--- src/rtl/core/sstf_pkg.sv ---
// ----------------------------------------------------------------------------
// sstf_pkg
// Shared widths, types and constants for the shortest-seek-first scheduler.
// ----------------------------------------------------------------------------
package sstf_pkg;

  localparam int unsigned TRACK_W   = 16;
  localparam int unsigned TOTAL_W   = 21;
  localparam int unsigned DEPTH_DEF = 32;

  typedef logic [TRACK_W-1:0] track_t;
  typedef logic [TOTAL_W-1:0] total_t;

  // running total saturates here
  localparam total_t TOTAL_MAX = {TOTAL_W{1'b1}};

endpackage

--- src/rtl/core/sstf_if.sv ---
// ----------------------------------------------------------------------------
// sstf_if
// Request and result channels of the seek scheduler (valid/ready handshake).
// ----------------------------------------------------------------------------

// request channel: one track request per item
interface sstf_req_if;
  import sstf_pkg::*;

  logic   valid;
  logic   ready;
  track_t track;
  logic   last_request;

  modport source (output valid, track, last_request, input ready);
  modport sink   (input valid, track, last_request, output ready);
endinterface

// result channel: one served request per item
interface sstf_res_if;
  import sstf_pkg::*;

  logic   valid;
  logic   ready;
  track_t served_track;
  track_t seek_distance;
  total_t total_distance;
  logic   dropped;
  logic   last_result;

  modport source (output valid, served_track, seek_distance, total_distance, dropped,
                  last_result, input ready);
  modport sink   (input valid, served_track, seek_distance, total_distance, dropped,
                  last_result, output ready);
endinterface

--- src/rtl/core/sstf_seek_scheduler.sv ---
// ----------------------------------------------------------------------------
// sstf_seek_scheduler
// Shortest-seek-time-first disk request scheduler. Requests are loaded one
// item per cycle into a DEPTH-entry store; the item flagged last_request
// closes the job and starts service. Each result gives the served track,
// the seek distance from the previous head position and the running total;
// the final result of the job carries last_result. Ties on distance go to
// the earliest loaded request. Requests beyond DEPTH are discarded and
// reported through the dropped flag on every result of that job. The head
// starts each job at head_start (config port, write only while idle).
// Service: each result scans the store, one store read per cycle through
// the single read port into one shared distance compare unit, then
// commits the pick and waits in the output register until taken. The
// request channel is not ready from the closing item until the last
// result is taken.
// ----------------------------------------------------------------------------
module sstf_seek_scheduler #(
  parameter int unsigned DEPTH = sstf_pkg::DEPTH_DEF
) (
  input  logic              clk,
  input  logic              rst_n,
  sstf_req_if.sink          in_ch,
  sstf_res_if.source        out_ch,
  input  logic              cfg_valid,
  output logic              cfg_ready,
  input  sstf_pkg::track_t  cfg_data
);
  import sstf_pkg::*;

  localparam int unsigned CNT_W = $clog2(DEPTH + 1);
  localparam int unsigned IDX_W = (DEPTH > 1) ? $clog2(DEPTH) : 1;

  // sequencer states
  localparam logic [1:0] ST_IDLE   = 2'd0;
  localparam logic [1:0] ST_SCAN   = 2'd1;
  localparam logic [1:0] ST_FINISH = 2'd2;
  localparam logic [1:0] ST_EMIT   = 2'd3;

  function automatic track_t gap(input track_t a, input track_t b);
    gap = (a > b) ? (a - b) : (b - a);
  endfunction

  // control and state registers
  logic [1:0]       state_r,   state_nxt;
  logic [CNT_W-1:0] cnt_r,     cnt_nxt;
  logic [CNT_W-1:0] scan_r,    scan_nxt;
  logic [CNT_W-1:0] step_r,    step_nxt;
  logic [DEPTH-1:0] marks_r,   marks_nxt;
  logic             ovf_r,     ovf_nxt;
  logic             found_r,   found_nxt;
  logic             rd_vld_r,  rd_vld_nxt;
  track_t           head_r,    head_nxt;
  track_t           hstart_r,  hstart_nxt;
  total_t           total_r,   total_nxt;

  // compare unit and output payload registers
  track_t           best_r,    best_nxt;
  track_t           ptrk_r,    ptrk_nxt;
  logic [IDX_W-1:0] pick_r,    pick_nxt;
  track_t           o_trk_r,   o_trk_nxt;
  track_t           o_seek_r,  o_seek_nxt;
  total_t           o_total_r, o_total_nxt;
  logic             o_drop_r,  o_drop_nxt;
  logic             o_last_r,  o_last_nxt;

  // request store
  track_t           mem [DEPTH];
  logic             mem_we;
  logic [IDX_W-1:0] mem_waddr;
  logic             rd_en;
  logic [IDX_W-1:0] rd_addr;
  track_t           rd_data_r;
  logic [IDX_W-1:0] rd_idx_r;

  // shared compare unit
  track_t           cand_gap;
  logic             cand_take;
  logic [TOTAL_W:0] total_sum;

  assign in_ch.ready           = (state_r == ST_IDLE);
  assign out_ch.valid          = (state_r == ST_EMIT);
  assign out_ch.served_track   = o_trk_r;
  assign out_ch.seek_distance  = o_seek_r;
  assign out_ch.total_distance = o_total_r;
  assign out_ch.dropped        = o_drop_r;
  assign out_ch.last_result    = o_last_r;
  assign cfg_ready             = 1'b1;

  assign cand_gap  = gap(rd_data_r, head_r);
  assign cand_take = rd_vld_r && !marks_r[rd_idx_r] && (!found_r || (cand_gap < best_r));
  assign total_sum = {1'b0, total_r} + {{(TOTAL_W + 1 - TRACK_W){1'b0}}, best_r};

  // sequencer
  always_comb begin
    state_nxt   = state_r;
    cnt_nxt     = cnt_r;
    scan_nxt    = scan_r;
    step_nxt    = step_r;
    marks_nxt   = marks_r;
    ovf_nxt     = ovf_r;
    found_nxt   = found_r;
    rd_vld_nxt  = 1'b0;
    head_nxt    = head_r;
    hstart_nxt  = hstart_r;
    total_nxt   = total_r;
    best_nxt    = best_r;
    ptrk_nxt    = ptrk_r;
    pick_nxt    = pick_r;
    o_trk_nxt   = o_trk_r;
    o_seek_nxt  = o_seek_r;
    o_total_nxt = o_total_r;
    o_drop_nxt  = o_drop_r;
    o_last_nxt  = o_last_r;
    mem_we      = 1'b0;
    mem_waddr   = cnt_r[IDX_W-1:0];
    rd_en       = 1'b0;
    rd_addr     = scan_r[IDX_W-1:0];

    if (cfg_valid) begin
      hstart_nxt = cfg_data;
    end

    // fold the registered store read into the running best
    if (cand_take) begin
      found_nxt = 1'b1;
      best_nxt  = cand_gap;
      ptrk_nxt  = rd_data_r;
      pick_nxt  = rd_idx_r;
    end

    case (state_r)
      ST_IDLE: begin
        if (in_ch.valid) begin
          if (cnt_r < CNT_W'(DEPTH)) begin
            mem_we  = 1'b1;
            cnt_nxt = cnt_r + CNT_W'(1);
          end else begin
            ovf_nxt = 1'b1;
          end
          if (in_ch.last_request) begin
            head_nxt  = hstart_r;
            step_nxt  = '0;
            scan_nxt  = '0;
            found_nxt = 1'b0;
            state_nxt = ST_SCAN;
          end
        end
      end
      ST_SCAN: begin
        if (scan_r != cnt_r) begin
          rd_en      = 1'b1;
          rd_vld_nxt = 1'b1;
          scan_nxt   = scan_r + CNT_W'(1);
        end else begin
          state_nxt = ST_FINISH;
        end
      end
      ST_FINISH: begin
        marks_nxt[pick_r] = 1'b1;
        head_nxt          = ptrk_r;
        total_nxt         = (total_sum > {1'b0, TOTAL_MAX}) ? TOTAL_MAX
                                                           : total_sum[TOTAL_W-1:0];
        o_trk_nxt         = ptrk_r;
        o_seek_nxt        = best_r;
        o_total_nxt       = total_nxt;
        o_drop_nxt        = ovf_r;
        o_last_nxt        = ((step_r + CNT_W'(1)) == cnt_r);
        step_nxt          = step_r + CNT_W'(1);
        state_nxt         = ST_EMIT;
      end
      ST_EMIT: begin
        if (out_ch.ready) begin
          if (o_last_r) begin
            marks_nxt = '0;
            cnt_nxt   = '0;
            total_nxt = '0;
            ovf_nxt   = 1'b0;
            state_nxt = ST_IDLE;
          end else begin
            scan_nxt  = '0;
            found_nxt = 1'b0;
            state_nxt = ST_SCAN;
          end
        end
      end
      default: begin
        state_nxt = ST_IDLE;
      end
    endcase
  end

  // control registers
  always_ff @(posedge clk) begin
    if (!rst_n) begin
      state_r  <= ST_IDLE;
      cnt_r    <= '0;
      scan_r   <= '0;
      step_r   <= '0;
      marks_r  <= '0;
      ovf_r    <= 1'b0;
      found_r  <= 1'b0;
      rd_vld_r <= 1'b0;
      head_r   <= '0;
      hstart_r <= '0;
      total_r  <= '0;
    end else begin
      state_r  <= state_nxt;
      cnt_r    <= cnt_nxt;
      scan_r   <= scan_nxt;
      step_r   <= step_nxt;
      marks_r  <= marks_nxt;
      ovf_r    <= ovf_nxt;
      found_r  <= found_nxt;
      rd_vld_r <= rd_vld_nxt;
      head_r   <= head_nxt;
      hstart_r <= hstart_nxt;
      total_r  <= total_nxt;
    end
  end

  // payload registers
  always_ff @(posedge clk) begin
    best_r    <= best_nxt;
    ptrk_r    <= ptrk_nxt;
    pick_r    <= pick_nxt;
    o_trk_r   <= o_trk_nxt;
    o_seek_r  <= o_seek_nxt;
    o_total_r <= o_total_nxt;
    o_drop_r  <= o_drop_nxt;
    o_last_r  <= o_last_nxt;
  end

  // request store: one write port, one registered read port
  always_ff @(posedge clk) begin
    if (mem_we) begin
      mem[mem_waddr] <= in_ch.track;
    end
    if (rd_en) begin
      rd_data_r <= mem[rd_addr];
      rd_idx_r  <= rd_addr;
    end
  end

`ifndef SYNTH
  // no new request while a result is pending
  a_no_load_during_service: assert property (@(posedge clk) disable iff (!rst_n)
    out_ch.valid |-> !in_ch.ready)
    else $error("request channel ready while a result is pending");

  // the total always covers the last seek
  a_total_covers_seek: assert property (@(posedge clk) disable iff (!rst_n)
    out_ch.valid |-> (out_ch.total_distance >= {{(TOTAL_W - TRACK_W){1'b0}},
                                                out_ch.seek_distance}))
    else $error("running total below seek distance");

  // never serve more results than stored requests
  a_step_bound: assert property (@(posedge clk) disable iff (!rst_n)
    (state_r == ST_EMIT) |-> ((step_r <= cnt_r) && (step_r != '0)))
    else $error("served count outside stored count");

  // job state is cleared once the final result is taken
  a_job_clear: assert property (@(posedge clk) disable iff (!rst_n)
    (out_ch.valid && out_ch.ready && out_ch.last_result) |=>
      ((cnt_r == '0) && (marks_r == '0) && (total_r == '0) && in_ch.ready))
    else $error("job state not cleared after final result");
`endif

endmodule
--- src/flat_wrapper.sv ---
// flat-port wrapper written by rule: the top's interface ports become plain ports
module sstf_seek_scheduler_flat import sstf_pkg::*;
#(
  parameter int unsigned DEPTH = sstf_pkg::DEPTH_DEF
)
  (clk, rst_n, cfg_valid, cfg_ready, cfg_data, in_ch_valid, in_ch_track, in_ch_last_request, in_ch_ready, out_ch_valid, out_ch_served_track, out_ch_seek_distance, out_ch_total_distance, out_ch_dropped, out_ch_last_result, out_ch_ready);
  sstf_req_if in_ch_i ();
  sstf_res_if out_ch_i ();
  input  logic clk;
  input  logic rst_n;
  input  logic cfg_valid;
  output logic cfg_ready;
  input  sstf_pkg::track_t cfg_data;
  input wire logic [$bits(in_ch_i.valid)-1:0] in_ch_valid;
  input wire logic [$bits(in_ch_i.track)-1:0] in_ch_track;
  input wire logic [$bits(in_ch_i.last_request)-1:0] in_ch_last_request;
  output wire logic [$bits(in_ch_i.ready)-1:0] in_ch_ready;
  output wire logic [$bits(out_ch_i.valid)-1:0] out_ch_valid;
  output wire logic [$bits(out_ch_i.served_track)-1:0] out_ch_served_track;
  output wire logic [$bits(out_ch_i.seek_distance)-1:0] out_ch_seek_distance;
  output wire logic [$bits(out_ch_i.total_distance)-1:0] out_ch_total_distance;
  output wire logic [$bits(out_ch_i.dropped)-1:0] out_ch_dropped;
  output wire logic [$bits(out_ch_i.last_result)-1:0] out_ch_last_result;
  input wire logic [$bits(out_ch_i.ready)-1:0] out_ch_ready;
  assign in_ch_i.valid = in_ch_valid;
  assign in_ch_i.track = in_ch_track;
  assign in_ch_i.last_request = in_ch_last_request;
  assign in_ch_ready = in_ch_i.ready;
  assign out_ch_valid = out_ch_i.valid;
  assign out_ch_served_track = out_ch_i.served_track;
  assign out_ch_seek_distance = out_ch_i.seek_distance;
  assign out_ch_total_distance = out_ch_i.total_distance;
  assign out_ch_dropped = out_ch_i.dropped;
  assign out_ch_last_result = out_ch_i.last_result;
  assign out_ch_i.ready = out_ch_ready;
  sstf_seek_scheduler #(.DEPTH(DEPTH)) u_core (.clk(clk), .rst_n(rst_n), .in_ch(in_ch_i), .out_ch(out_ch_i), .cfg_valid(cfg_valid), .cfg_ready(cfg_ready), .cfg_data(cfg_data));
endmodule
--- config.mk ---
export PLATFORM = sky130hd
export DESIGN_NAME = sstf_seek_scheduler_flat
export DESIGN_NICKNAME = d
export VERILOG_FILES = /design/src/rtl/core/sstf_pkg.sv /design/src/rtl/core/sstf_if.sv /design/src/rtl/core/sstf_seek_scheduler.sv /design/src/flat_wrapper.sv
export SDC_FILE = /design/constraint.sdc
export NUM_CORES = 1
export LEC_CHECK = 0
export BUFFER_PORTS_ARGS = -buffer_cell sky130_fd_sc_hd__buf_2
export CAP_MARGIN = 5
export CORE_UTILIZATION = 25
export CTS_CLUSTER_SIZE = 16
export DETAILED_ROUTE_END_ITERATION = 8
export GPL_TIMING_DRIVEN = 0
export REMOVE_ABC_BUFFERS = 1
export SLEW_MARGIN = 0
export SYNTH_ARGS = -nofsm -noshare
export SYNTH_HDL_FRONTEND = slang
export SYNTH_SLANG_ARGS = --single-unit
--- constraint.sdc ---
create_clock -name clk -period 7.85 [get_ports clk]
set_input_delay 0.785 -clock clk [delete_from_list [all_inputs] [get_ports clk]]
set_output_delay 0.785 -clock clk [all_outputs]
set_load 0.005 [all_outputs]
### Word-level counts from Yosys, hierarchy flattened

Memories as Yosys holds them, arrays and structs flattened. A register that Yosys moved wholly into a read port is not among the register bits.
Index checks and enable logic that the tools add are counted.

* magnitude comparators: 7
* eq/ne operators: 14
* reductions and logical operators: 17
* muxes and demuxes: 51
* bitwise operators: 1
* $add $sub $neg: 6

Operators by type and width (number)
* $mux 32: 2
* $pmux 32 s2: 1
* $mux 21: 3
* $mux 6: 9
* $mux 16: 3
* $pmux 21 s2: 1
* $or 32x32->32: 1
* $pmux 16 s2: 1
* $sub 16x16->16: 2
* $pmux 6 s2: 2
* $add 21x16->22: 1
* $gt 22x21->1 const B: 1
* $mux 1: 19
* $add 6x1->6 const B: 3
* $pmux 6 s3: 1
* $gt 16x16->1: 1
* $lt 16x16->1: 1
* $lt 5x6->1 const B: 2
* $ne 2x2->1 const B: 5
* $reduce_and 5->1: 2
* $mux 2: 4
* $ne 2x1->1 const B: 4
* $pmux 2 s4: 1
* $eq 6x6->1: 1
* other kinds (17): 25

* memories kept: 1
* word-level logic and storage cells: 117
* flip-flop bits (word level): 205
* output and inout port bits: 58
* bits in writable memories: 512

Memory list
* u_core.mem: depth 32, width 16, rd ports 1, clocked after Yosys merged registers in 1, wr ports 1, line sstf_seek_scheduler.sv:67 `track_t mem [DEPTH];`

### Longest topological paths before layout

Gate-level depths: netlist (run 1).

* depth after elaboration: 9
* depth in mapped cells: 19

### Least setup slack after synthesis (run 1)

OpenSTA, ideal clock, no wires.

* path kind: register to register
* start point: register u_core.rd_data_r[13] (read register of u_core.mem)
* end point: register u_core.best_r[0], enable pin
* setup time: 0.454 ns
* arrival time: 5.163 ns
* clock period less this slack: 5.617 ns
* path slack: 2.233 ns
* cell stages (with the launch flop): 18
* data required time: 7.396 ns
* path through: edfxtp_1 -> inv_1 -> ha_1 -> buf_2 -> nand4_1 -> nor2_1 -> o21ai_1 -> a21oi_2 -> buf_4 -> mux2_2 -> ha_1 -> a21boi_0 -> o21a_1 -> o21ai_0 -> nand2b_1 -> a211oi_1 -> o31ai_1 -> a31oi_1

* longest elaborated chain between the ends: 5

Ends and longest elaborated chain
* start, declared: line sstf_seek_scheduler.sv:72 `track_t rd_data_r;`
* $gt 16x16->1: line sstf_seek_scheduler.sv:40 `gap = (a > b) ? (a - b) : (b - a);`
* $mux 16: line sstf_seek_scheduler.sv:40
* net u_core.cand_gap[1]: line sstf_seek_scheduler.sv:76 `track_t cand_gap;`
* $lt 16x16->1: line sstf_seek_scheduler.sv:90 `assign cand_take = rd_vld_r && !marks_r[rd_idx_r] && (!found_r || (cand_gap < best_r));`
* $logic_or 1x1->1: line sstf_seek_scheduler.sv:90
* $logic_and 1x1->1: line sstf_seek_scheduler.sv:90
* net u_core.cand_take: line sstf_seek_scheduler.sv:77 `logic cand_take;`
* end signal, assigned: line sstf_seek_scheduler.sv:223 `best_r <= best_nxt;`
* end, declared: line sstf_seek_scheduler.sv:57 `track_t best_r, best_nxt;`

The timed path passes the listed nets, and every way through them passes these cells.
A chain may end at the register's enable or synchronous reset.

### Worst setup path in the final report (run 1)

* start point: register u_core.rd_data_r[10] (read register of u_core.mem)
* end point: register u_core.ptrk_r[6], enable pin

* longest elaborated chain between the ends: 5

Ends and longest elaborated chain
* $gt 16x16->1: line sstf_seek_scheduler.sv:40
* $mux 16: line sstf_seek_scheduler.sv:40
* net u_core.cand_gap[9]: line sstf_seek_scheduler.sv:76
* $lt 16x16->1: line sstf_seek_scheduler.sv:90
* $logic_or 1x1->1: line sstf_seek_scheduler.sv:90
* $logic_and 1x1->1: line sstf_seek_scheduler.sv:90
* net u_core.cand_take: line sstf_seek_scheduler.sv:77
* end signal, assigned: line sstf_seek_scheduler.sv:224 `ptrk_r <= ptrk_nxt;`
* end, declared: line sstf_seek_scheduler.sv:58 `track_t ptrk_r, ptrk_nxt;`

The timed path passes the listed nets, and every way through them passes these cells.

==> qor.log, run 1 <==
INFO  status         outcome=finished, final reports clean
INFO  grt            grt_first_pass_wirelength=103500um
INFO  sta            finalHoldViolCount=0
INFO  floorplan      die-area=124000um^2
INFO  drt            drt-pass1-iter-count=6
INFO  worst_setup_path setup.worst_path.end_class=flip-flop
INFO  placed_design  portBuffers=94
INFO  cells_and_area antenna_diode_count=0
INFO  placed_design  routabilityCongestion=0.8285
INFO  clocking       cts_inserted_buffers=74
INFO  worst_setup_path cp_num_buf_inv=2
INFO  logic_synthesis synth_top_area_share=61.23%
INFO  power_and_ir_drop worst_ir_drop_vdd=152.6uV
INFO  worst_setup_path critPathRequiredTime=8.17ns
INFO  power_and_ir_drop leakage=11.84nW
INFO  clocking       setup_repair_bufs_after_cts=0
INFO  power_and_ir_drop power_density=266.4nW/um^2
INFO  floorplan      die-height=352.1um
INFO  logic_synthesis seq_area_frac_synth=68.29%
INFO  drt            routed-via-count=15955
INFO  worst_setup_path crit_chain=inv_1, ha_1, nand4_1, nor2_1, o21ai_1, a21oi_2, mux2_1, a31oi_1, xnor2_1, ha_1, a21o_1, a21o_1, a211oi_1, o31ai_1, a31oi_4, buf_16
INFO  floorplan      starting_density=25.18%
INFO  sta            max_freq=0.1815GHz
INFO  clocking       post_cts_hold_buffer_count=0
INFO  drt            route.detailed.wl_per_inst=18.98um
INFO  floorplan      core_region_area=121700um^2
INFO  logic_synthesis synth.cells.most_frequent=625 x sky130_fd_sc_hd__edfxtp_1, 170 x sky130_fd_sc_hd__mux4_2, 111 x sky130_fd_sc_hd__nor2_1
INFO  logic_synthesis synthDistinctLibCells=72
INFO  cells_and_area multiInputGateArea=9146um^2
INFO  cells_and_area area_delta_synth_final=17.66%
INFO  logic_synthesis netlist_instances=1808
INFO  floorplan      std_cell_rows=128
INFO  clocking       cts_tree=built
INFO  sta            timing.final.max_slew_violations=0
INFO  clocking       clock_tree.root_cell=sky130_fd_sc_hd__clkbuf_16
INFO  drt            drt_iter0_drc=1223
INFO  cells_and_area drive_above_1_share=23.93%
INFO  cells_and_area layout.filler_cells=11993
INFO  grt            globalRouteOverflowTotal=0
INFO  drt            totalWireLength=68600um
INFO  worst_setup_path worst_path_largest_cell_delay=0.80ns
INFO  sta            grt_setup_unrepaired=no
INFO  min_path       hold_class=flip-flop to flip-flop
INFO  clocking       worstSkewPairLatency=0.63ns
INFO  worst_setup_path critical_path_class=flip-flop to flip-flop
INFO  sta            fin_skew=0.02391ns
INFO  sta            max-slew-margin-rel=12.62%
INFO  grt            grt_antenna_before_repair=9
INFO  grt            largest_net_degree_at_the_start_of_global_routing=66
INFO  logic_synthesis postSynthRegisterBits=733
INFO  drt            final_antenna_net_count=0
INFO  clocking       clock_path_buffers=3
INFO  drt            route.detailed.drc=0
INFO  sta            actual_transition_at_the_worst_max_transition_pin=1.309ns
INFO  worst_setup_path worstPathMaxFanout=20
INFO  worst_setup_path critical_path.startpoint_type=flip-flop
INFO  worst_setup_path critical-path-top-delay-family=compound AO/OA/AOI/OAI gates
INFO  logic_synthesis synthMostInstantiatedCell=sky130_fd_sc_hd__edfxtp_1
INFO  placed_design  dp_hpwl=45770um
INFO  floorplan      ioPinCount=96
INFO  logic_synthesis synth_top_area_cell=sky130_fd_sc_hd__edfxtp_1
INFO  floorplan      die_x=352.1um
INFO  clocking       clock_sink_count=733
INFO  logic_synthesis top_ff_cell_synth=sky130_fd_sc_hd__edfxtp_1
INFO  clocking       clk_pin_slew_worst_paths=0.06ns
INFO  sta            timing.setup.tns=0ns
INFO  cells_and_area ff_latch_area=20940um^2
INFO  logic_synthesis netlist_top_cells_area=sky130_fd_sc_hd__edfxtp_1 61%, sky130_fd_sc_hd__mux4_2 12%, sky130_fd_sc_hd__dfxtp_1 7.1%, sky130_fd_sc_hd__ha_1 2.9%, sky130_fd_sc_hd__a21oi_1 1.4%
INFO  clocking       cts_resized=0
INFO  logic_synthesis cell_area_after_synthesis=30650um^2
INFO  cells_and_area design.final.nets=2046
INFO  run            maxCapViolations=0
INFO  logic_synthesis asyncSetResetFlopFracSynth=0%
INFO  sta            timing.final.crit_period=5.510ns
INFO  logic_synthesis synth_warn=0
INFO  logic_synthesis edff_count_synth=625
INFO  worst_setup_path worst_ep_arrival_time=5.83ns
INFO  grt            globalRouteTotalUtil=10.94%
INFO  sta            setup-violations-final=0
INFO  drt            vias_per_cell=4.415
INFO  sta            post-route-period-util=70.19%
INFO  grt            grt_pass1_vias=15992
INFO  power_and_ir_drop design_power_total=0.009606W
INFO  logic_synthesis syn-mean-instance-area=16.95um^2
INFO  worst_setup_path timing.critical_path.slowest_stage_cell=sky130_fd_sc_hd__a21oi_2
INFO  clocking       ctsHtreeMaxLevel=3
==> final timing paths <==
kind	cells after the start	slack, ns	to	startpoint
max	16	2.34	u_core.ptrk_r[6]$_DFFE_PP_	u_core.rd_data_r[10]$_DFFE_PP_
min	0	0.43	u_core.out_ch.dropped$_DFFE_PP_	u_core.ovf_r$_SDFFE_PN0P_
max reg2reg	16	2.34	u_core.ptrk_r[6]$_DFFE_PP_	u_core.rd_data_r[10]$_DFFE_PP_
min reg2reg	0	0.43	u_core.out_ch.dropped$_DFFE_PP_	u_core.ovf_r$_SDFFE_PN0P_
==> cells in the final DEF (no fill, tap or decap), types with 6 or more instances in the layout <==
| cell type | synthesis | final |
|---|---|---|
| sky130_fd_sc_hd__a211oi_1 | 12 | 12 |
| sky130_fd_sc_hd__a21o_1 | 14 | 14 |
| sky130_fd_sc_hd__a21oi_1 | 87 | 87 |
| sky130_fd_sc_hd__a22o_1 | 18 | 18 |
| sky130_fd_sc_hd__a31oi_1 | 8 | 6 |
| sky130_fd_sc_hd__and2_1 | 8 | 8 |
| sky130_fd_sc_hd__and3_1 | 7 | 7 |
| sky130_fd_sc_hd__buf_16 | 0 | 18 |
| sky130_fd_sc_hd__buf_2 | 20 | 94 |
| sky130_fd_sc_hd__buf_8 | 0 | 21 |
| sky130_fd_sc_hd__clkbuf_1 | 39 | 25 |
| sky130_fd_sc_hd__clkbuf_16 | 0 | 77 |
| sky130_fd_sc_hd__clkinv_1 | 0 | 8 |
| sky130_fd_sc_hd__clkinv_2 | 0 | 10 |
| sky130_fd_sc_hd__dfxtp_1 | 108 | 104 |
| sky130_fd_sc_hd__edfxtp_1 | 625 | 625 |
| sky130_fd_sc_hd__ha_1 | 72 | 71 |
| sky130_fd_sc_hd__inv_1 | 68 | 68 |
| sky130_fd_sc_hd__mux2_2 | 18 | 18 |
| sky130_fd_sc_hd__mux2i_1 | 43 | 43 |
| sky130_fd_sc_hd__mux4_2 | 170 | 170 |
| sky130_fd_sc_hd__nand2_1 | 82 | 82 |
| sky130_fd_sc_hd__nand2b_1 | 7 | 7 |
| sky130_fd_sc_hd__nand3_1 | 17 | 17 |
| sky130_fd_sc_hd__nand4_1 | 16 | 16 |
| sky130_fd_sc_hd__nor2_1 | 111 | 79 |
| sky130_fd_sc_hd__nor2_2 | 0 | 32 |
| sky130_fd_sc_hd__nor2b_1 | 33 | 33 |
| sky130_fd_sc_hd__nor3_1 | 12 | 12 |
| sky130_fd_sc_hd__nor3b_1 | 6 | 6 |
| sky130_fd_sc_hd__o211a_1 | 16 | 16 |
| sky130_fd_sc_hd__o21a_1 | 12 | 12 |
| sky130_fd_sc_hd__o21ai_0 | 18 | 18 |
| sky130_fd_sc_hd__o21ai_1 | 8 | 7 |
| sky130_fd_sc_hd__o21bai_1 | 7 | 7 |
| sky130_fd_sc_hd__xnor2_1 | 25 | 25 |
| sky130_fd_sc_hd__xor2_1 | 26 | 26 |
==> power by group <==
| group | internal (W) | switching [W] | total [W] |
|---|---|---|---|
| clock | 0.00193 | 0.00147 | 0.00340 |
| combinational | 0.000666 | 0.000943 | 0.00161 |
| sequential | 0.00448 | 0.000115 | 0.00459 |
| total | 0.00708 | 0.00253 | 0.00961 |
==> worst register-to-register path, delay by kind of cell (launching register included) <==
family                     cells  cell delay (ns)
muxes                          1             0.39
DFF                            1             0.43
buffers and inverters          2             0.32
xor gates and xnor gates       1             0.22
adders and majority gates      2             0.75
and+or+nand+nor                2             0.51
AOI/OAI and AO/OA              8             2.57
==> routing by layer <==
metal	wire, um	up-vias	track usage, %	part of all wire [%]
li1	-	7343	-	-
met1	31380	8114	14.83	46
met2	32860	385	18.05	48
met3	2972	107	1.915	4.3
met4	1335	6	2.809	1.9
met5	49	-	0	0.071
==> flip-flops by register name, summed over array words and instances (netlist names) <==
| name | flops |
|---|---|
| u_core.scan_r | 6 |
| u_core.out_ch.last_result | 1 |
| u_core.total_r | 21 |
| u_core.state_r | 2 |
| u_core.rd_data_r | 16 |
| u_core.rd_idx_r | 5 |
| u_core.out_ch.total_distance | 21 |
| u_core.out_ch.seek_distance | 16 |
| u_core.rd_vld_r | 1 |
| u_core.pick_r | 5 |
| u_core.found_r | 1 |
| u_core.best_r | 16 |
| u_core.mem | 512 |
| u_core.out_ch.dropped | 1 |
| u_core.ovf_r | 1 |
| u_core.out_ch.served_track | 16 |
| u_core.marks_r | 32 |
| u_core.hstart_r | 16 |
| u_core.step_r | 6 |
| u_core.cnt_r | 6 |
| u_core.ptrk_r | 16 |
| u_core.head_r | 16 |
==> layout make-up <==
class	count	share of cell area, %
tap	1625	5.638
clock inverter	28	0.7529
sequential	733	58.07
clock buffer	104	5.680
inverter	69	0.7182
multi-input combinational	918	25.36
timing repair buffer	137	3.775
==> logic make-up (layout without fill, tap and decap cells) <==
group	after synthesis	in the layout	synth area share (%)
flip-flops	733	733	68.29
AND/OR/NAND/NOR	321	321	4.972
AO/OA/AOI/OAI	238	238	5.233
multiplexers	232	232	14.59
buffers and inverters	157	338	2.310
adder cells (fa/ha/maj)	75	75	3.135
XOR/XNOR	51	51	1.457
other	1	1	0.01223
==> stage by stage <==
step / instance area, um^2 / worst slack, ns / cells / hold WS, ns / utilization (%)
4_1_cts: 36060 / 2.360 / 3614 / 0.4243 / 29.63
2_1_floorplan: 30200 / 0.4611 / 1720 / 0.4081 / -
3_5_place_dp: 33740 / 2.342 / 3482 / 0.4219 / 27.72
5_1_grt: 36060 / 2.001 / 3614 / 0.4568 / 29.63
6_report: 36060 / 2.340 / 3614 / 0.4315 / 29.63
3_3_place_gp: 32710 / -2.712 / 3439 / 0.4159 / 26.87
(Power assumes the default switching activity.)
==> run 2, diff against run 1 <==
Clock period 7.85 ns to 4.9 ns, I/O delays scaled along.
==> run 2 against run 1 <==
Total power increased by 60%. Highest routed layer unchanged. Combinational power grew 61%. Register-to-register slack worse by 2.1 ns. Worst setup slack worse by 2.1 ns. Clock power up 60%.
==> qor.log, run 2 (synthesis results as in run 1) <==
INFO  cells_and_area largest-register=u_core.mem
INFO  sta            setup_slack=0.2155ns
INFO  sta            actual_transition_at_the_worst_max_transition_pin=1.340ns
INFO  min_path       worst_hold_launch=cfg_data[0]
INFO  drt            totalWireLength=68620um
INFO  floorplan      std_cell_rows=128
INFO  worst_setup_path setup.worst_path.end_class=flip-flop
INFO  drt            routed-via-count=15970
INFO  floorplan      starting_density=25.18%
INFO  cells_and_area design.final.nets=2052
INFO  drt            route.detailed.drc=0
INFO  power_and_ir_drop power_switching_share=26.30%
INFO  cells_and_area area_delta_synth_final=17.83%
INFO  drt            final_antenna_net_count=0
INFO  floorplan      die-height=352.1um
INFO  status         outcome=finished, final reports clean
INFO  grt            grt_pass1_vias=16000
INFO  worst_setup_path worst_ep_arrival_time=5.01ns
INFO  clocking       cts_tree=built
INFO  worst_setup_path worstPathMaxFanout=20
INFO  sta            setup-violations-final=0
INFO  min_path       hold_class=input port to flip-flop
INFO  floorplan      die_x=352.1um
INFO  power_and_ir_drop sequentialPowerShare=47.8%
INFO  grt            globalRouteOverflowTotal=0
INFO  sta            max-slew-margin-rel=10.53%
INFO  power_and_ir_drop worst_ir_drop_vdd=244.6uV
INFO  cells_and_area antenna_diode_count=0
INFO  clocking       worstSkewPairLatency=0.63ns
INFO  sta            grt_setup_unrepaired=no
INFO  grt            largest_net_degree_at_the_start_of_global_routing=66
INFO  clocking       clk_pin_slew_worst_paths=0.06ns
INFO  clocking       cts_inserted_buffers=74
INFO  worst_setup_path critPathRequiredTime=5.22ns
INFO  cells_and_area drive_above_1_share=24.16%
INFO  cells_and_area layout.filler_cells=11989
INFO  sta            fin_skew=0.02610ns
INFO  floorplan      core_region_area=121700um^2
INFO  grt            globalRouteTotalUtil=10.95%
INFO  grt            grt_first_pass_wirelength=103600um
INFO  run            maxCapViolations=0
INFO  floorplan      ioPinCount=96
INFO  clocking       clock_sink_count=733
INFO  sta            timing.final.crit_period=4.684ns
INFO  power_and_ir_drop p_comb_share=16.9%
INFO  drt            vias_per_cell=4.412
INFO  power_and_ir_drop power_switching=0.004054W
INFO  grt            grt_antenna_before_repair=9
INFO  clocking       ctsHtreeMaxLevel=3
INFO  placed_design  portBuffers=94
INFO  floorplan      die-area=124000um^2
INFO  power_and_ir_drop leakage=11.87nW
INFO  power_and_ir_drop intPower=0.01136W
INFO  worst_setup_path critical_path_class=flip-flop to flip-flop
INFO  cells_and_area largest_registers_ranked_by_flip_flop_count=u_core.mem x512, u_core.marks_r x32
INFO  cells_and_area largest_register_ff_count=512
INFO  worst_setup_path critical_path.startpoint_type=flip-flop
INFO  clocking       clock_tree.root_cell=sky130_fd_sc_hd__clkbuf_16
INFO  drt            drt_iter0_drc=1194
INFO  sta            timing.final.max_slew_violations=0
INFO  placed_design  dpl_worst_slack=-0.6078ns
INFO  power_and_ir_drop pwr-share-clk=35.4%
INFO  placed_design  dp_hpwl=45770um
INFO  sta            finalHoldViolCount=0
INFO  drt            drt-pass1-iter-count=5
INFO  cells_and_area final_common_cell=sky130_fd_sc_hd__edfxtp_1
INFO  worst_setup_path startpoint=u_core.rd_data_r[11]$_DFFE_PP_
INFO  sta            timing.setup.tns=0ns
INFO  clocking       clock_path_buffers=3
INFO  worst_setup_path worst_r2r_startpoint=u_core.rd_data_r[11]$_DFFE_PP_
INFO  sta            max_freq=0.2135GHz
INFO  placed_design  routabilityCongestion=0.8285
INFO  cells_and_area final_cell_mix=625 x sky130_fd_sc_hd__edfxtp_1, 170 x sky130_fd_sc_hd__mux4_2, 104 x sky130_fd_sc_hd__dfxtp_1
INFO  drt            route.detailed.wl_per_inst=18.96um
INFO  power_and_ir_drop power_density=426.8nW/um^2
INFO  sta            post-route-period-util=95.60%
run 2: cell count changes in the layout (fill, tap and decap cells not counted):
| cell | change |
|---|---|
| sky130_fd_sc_hd__a21oi_2 | -1 |
| sky130_fd_sc_hd__a21oi_4 | +1 |
| sky130_fd_sc_hd__buf_4 | +6 |
run 2: what timing repair did:
action                                  4_1_cts  5_1_grt
hold endpoints to repair                      0        0
endpoints found under the setup margin       37       37
pin swaps                                     1        1
hold buffers                                  0        0
resized for setup                             1        0
buffers inserted                              3        3
run 2: final timing paths:
kind | endpoint | slack, ns | cells past startpoint
min | u_core.hstart_r[0]$_SDFFE_PN0P_ | 0.16 | 3
max reg2reg | u_core.ptrk_r[6]$_DFFE_PP_ | 0.22 | 16
max | u_core.ptrk_r[6]$_DFFE_PP_ | 0.22 | 16
min reg2reg | u_core.out_ch.dropped$_DFFE_PP_ | 0.43 | 0
run 2: critical path, stage by stage, from the launching register on:
cell,delay (ns)
sky130_fd_sc_hd__edfxtp_1,0.43
sky130_fd_sc_hd__inv_1,0.06
sky130_fd_sc_hd__ha_1,0.42
sky130_fd_sc_hd__a21oi_1,0.22
sky130_fd_sc_hd__o21ai_1,0.15
sky130_fd_sc_hd__a221oi_2,0.53
sky130_fd_sc_hd__a21oi_4,0.19
sky130_fd_sc_hd__mux2_1,0.34
sky130_fd_sc_hd__a31oi_1,0.22
sky130_fd_sc_hd__xnor2_1,0.22
sky130_fd_sc_hd__ha_1,0.30
sky130_fd_sc_hd__a21o_1,0.18
sky130_fd_sc_hd__a21o_1,0.17
sky130_fd_sc_hd__a211oi_1,0.24
sky130_fd_sc_hd__o31ai_1,0.19
sky130_fd_sc_hd__a31oi_4,0.30
sky130_fd_sc_hd__buf_16,0.21
run 2: power by group through the flow:
stage	Clock (W)	Combinational, W	Sequential (W)
5_1_grt	0.00581	0.00288	0.00740
2_1_floorplan	0	0.00171	0.00749
4_1_cts	0.00557	0.00260	0.00737
3_5_place_dp	0	0.00259	0.00750
6_report	0.00545	0.00260	0.00736
3_3_place_gp	0	0.00247	0.00757
run 2: layout make-up:
cell class	count	area [um^2]	area share, %
clock inverter	28	271.5	0.7518
inverter	69	259.0	0.7172
multi-input combinational	918	9154	25.35
tap	1625	2033	5.630
clock buffer	104	2048	5.671
timing repair buffer	143	1406	3.894
sequential	733	20940	57.99
run 2: routing by layer:
metal	track usage [%]	vias up	wire, um
li1	-	7351	-
met1	14.85	8076	31080
met2	18.06	429	32930
met3	1.915	108	3245
met4	2.809	6	1320
met5	0	-	46
run 2: per-stage QoR:
step	cells	hold slack, ns	instance area [um^2]	utilization, %	total power [W]
3_5_place_dp	3482	0.4219	33740	27.72	0.01009
4_1_cts	3617	0.1293	36090	29.65	0.01555
6_report	3620	0.1627	36110	29.67	0.01541
2_1_floorplan	1720	0.4081	30200	-	0.009203
3_3_place_gp	3439	0.4159	32710	26.87	0.01004
5_1_grt	3620	0.1661	36110	29.67	0.01608
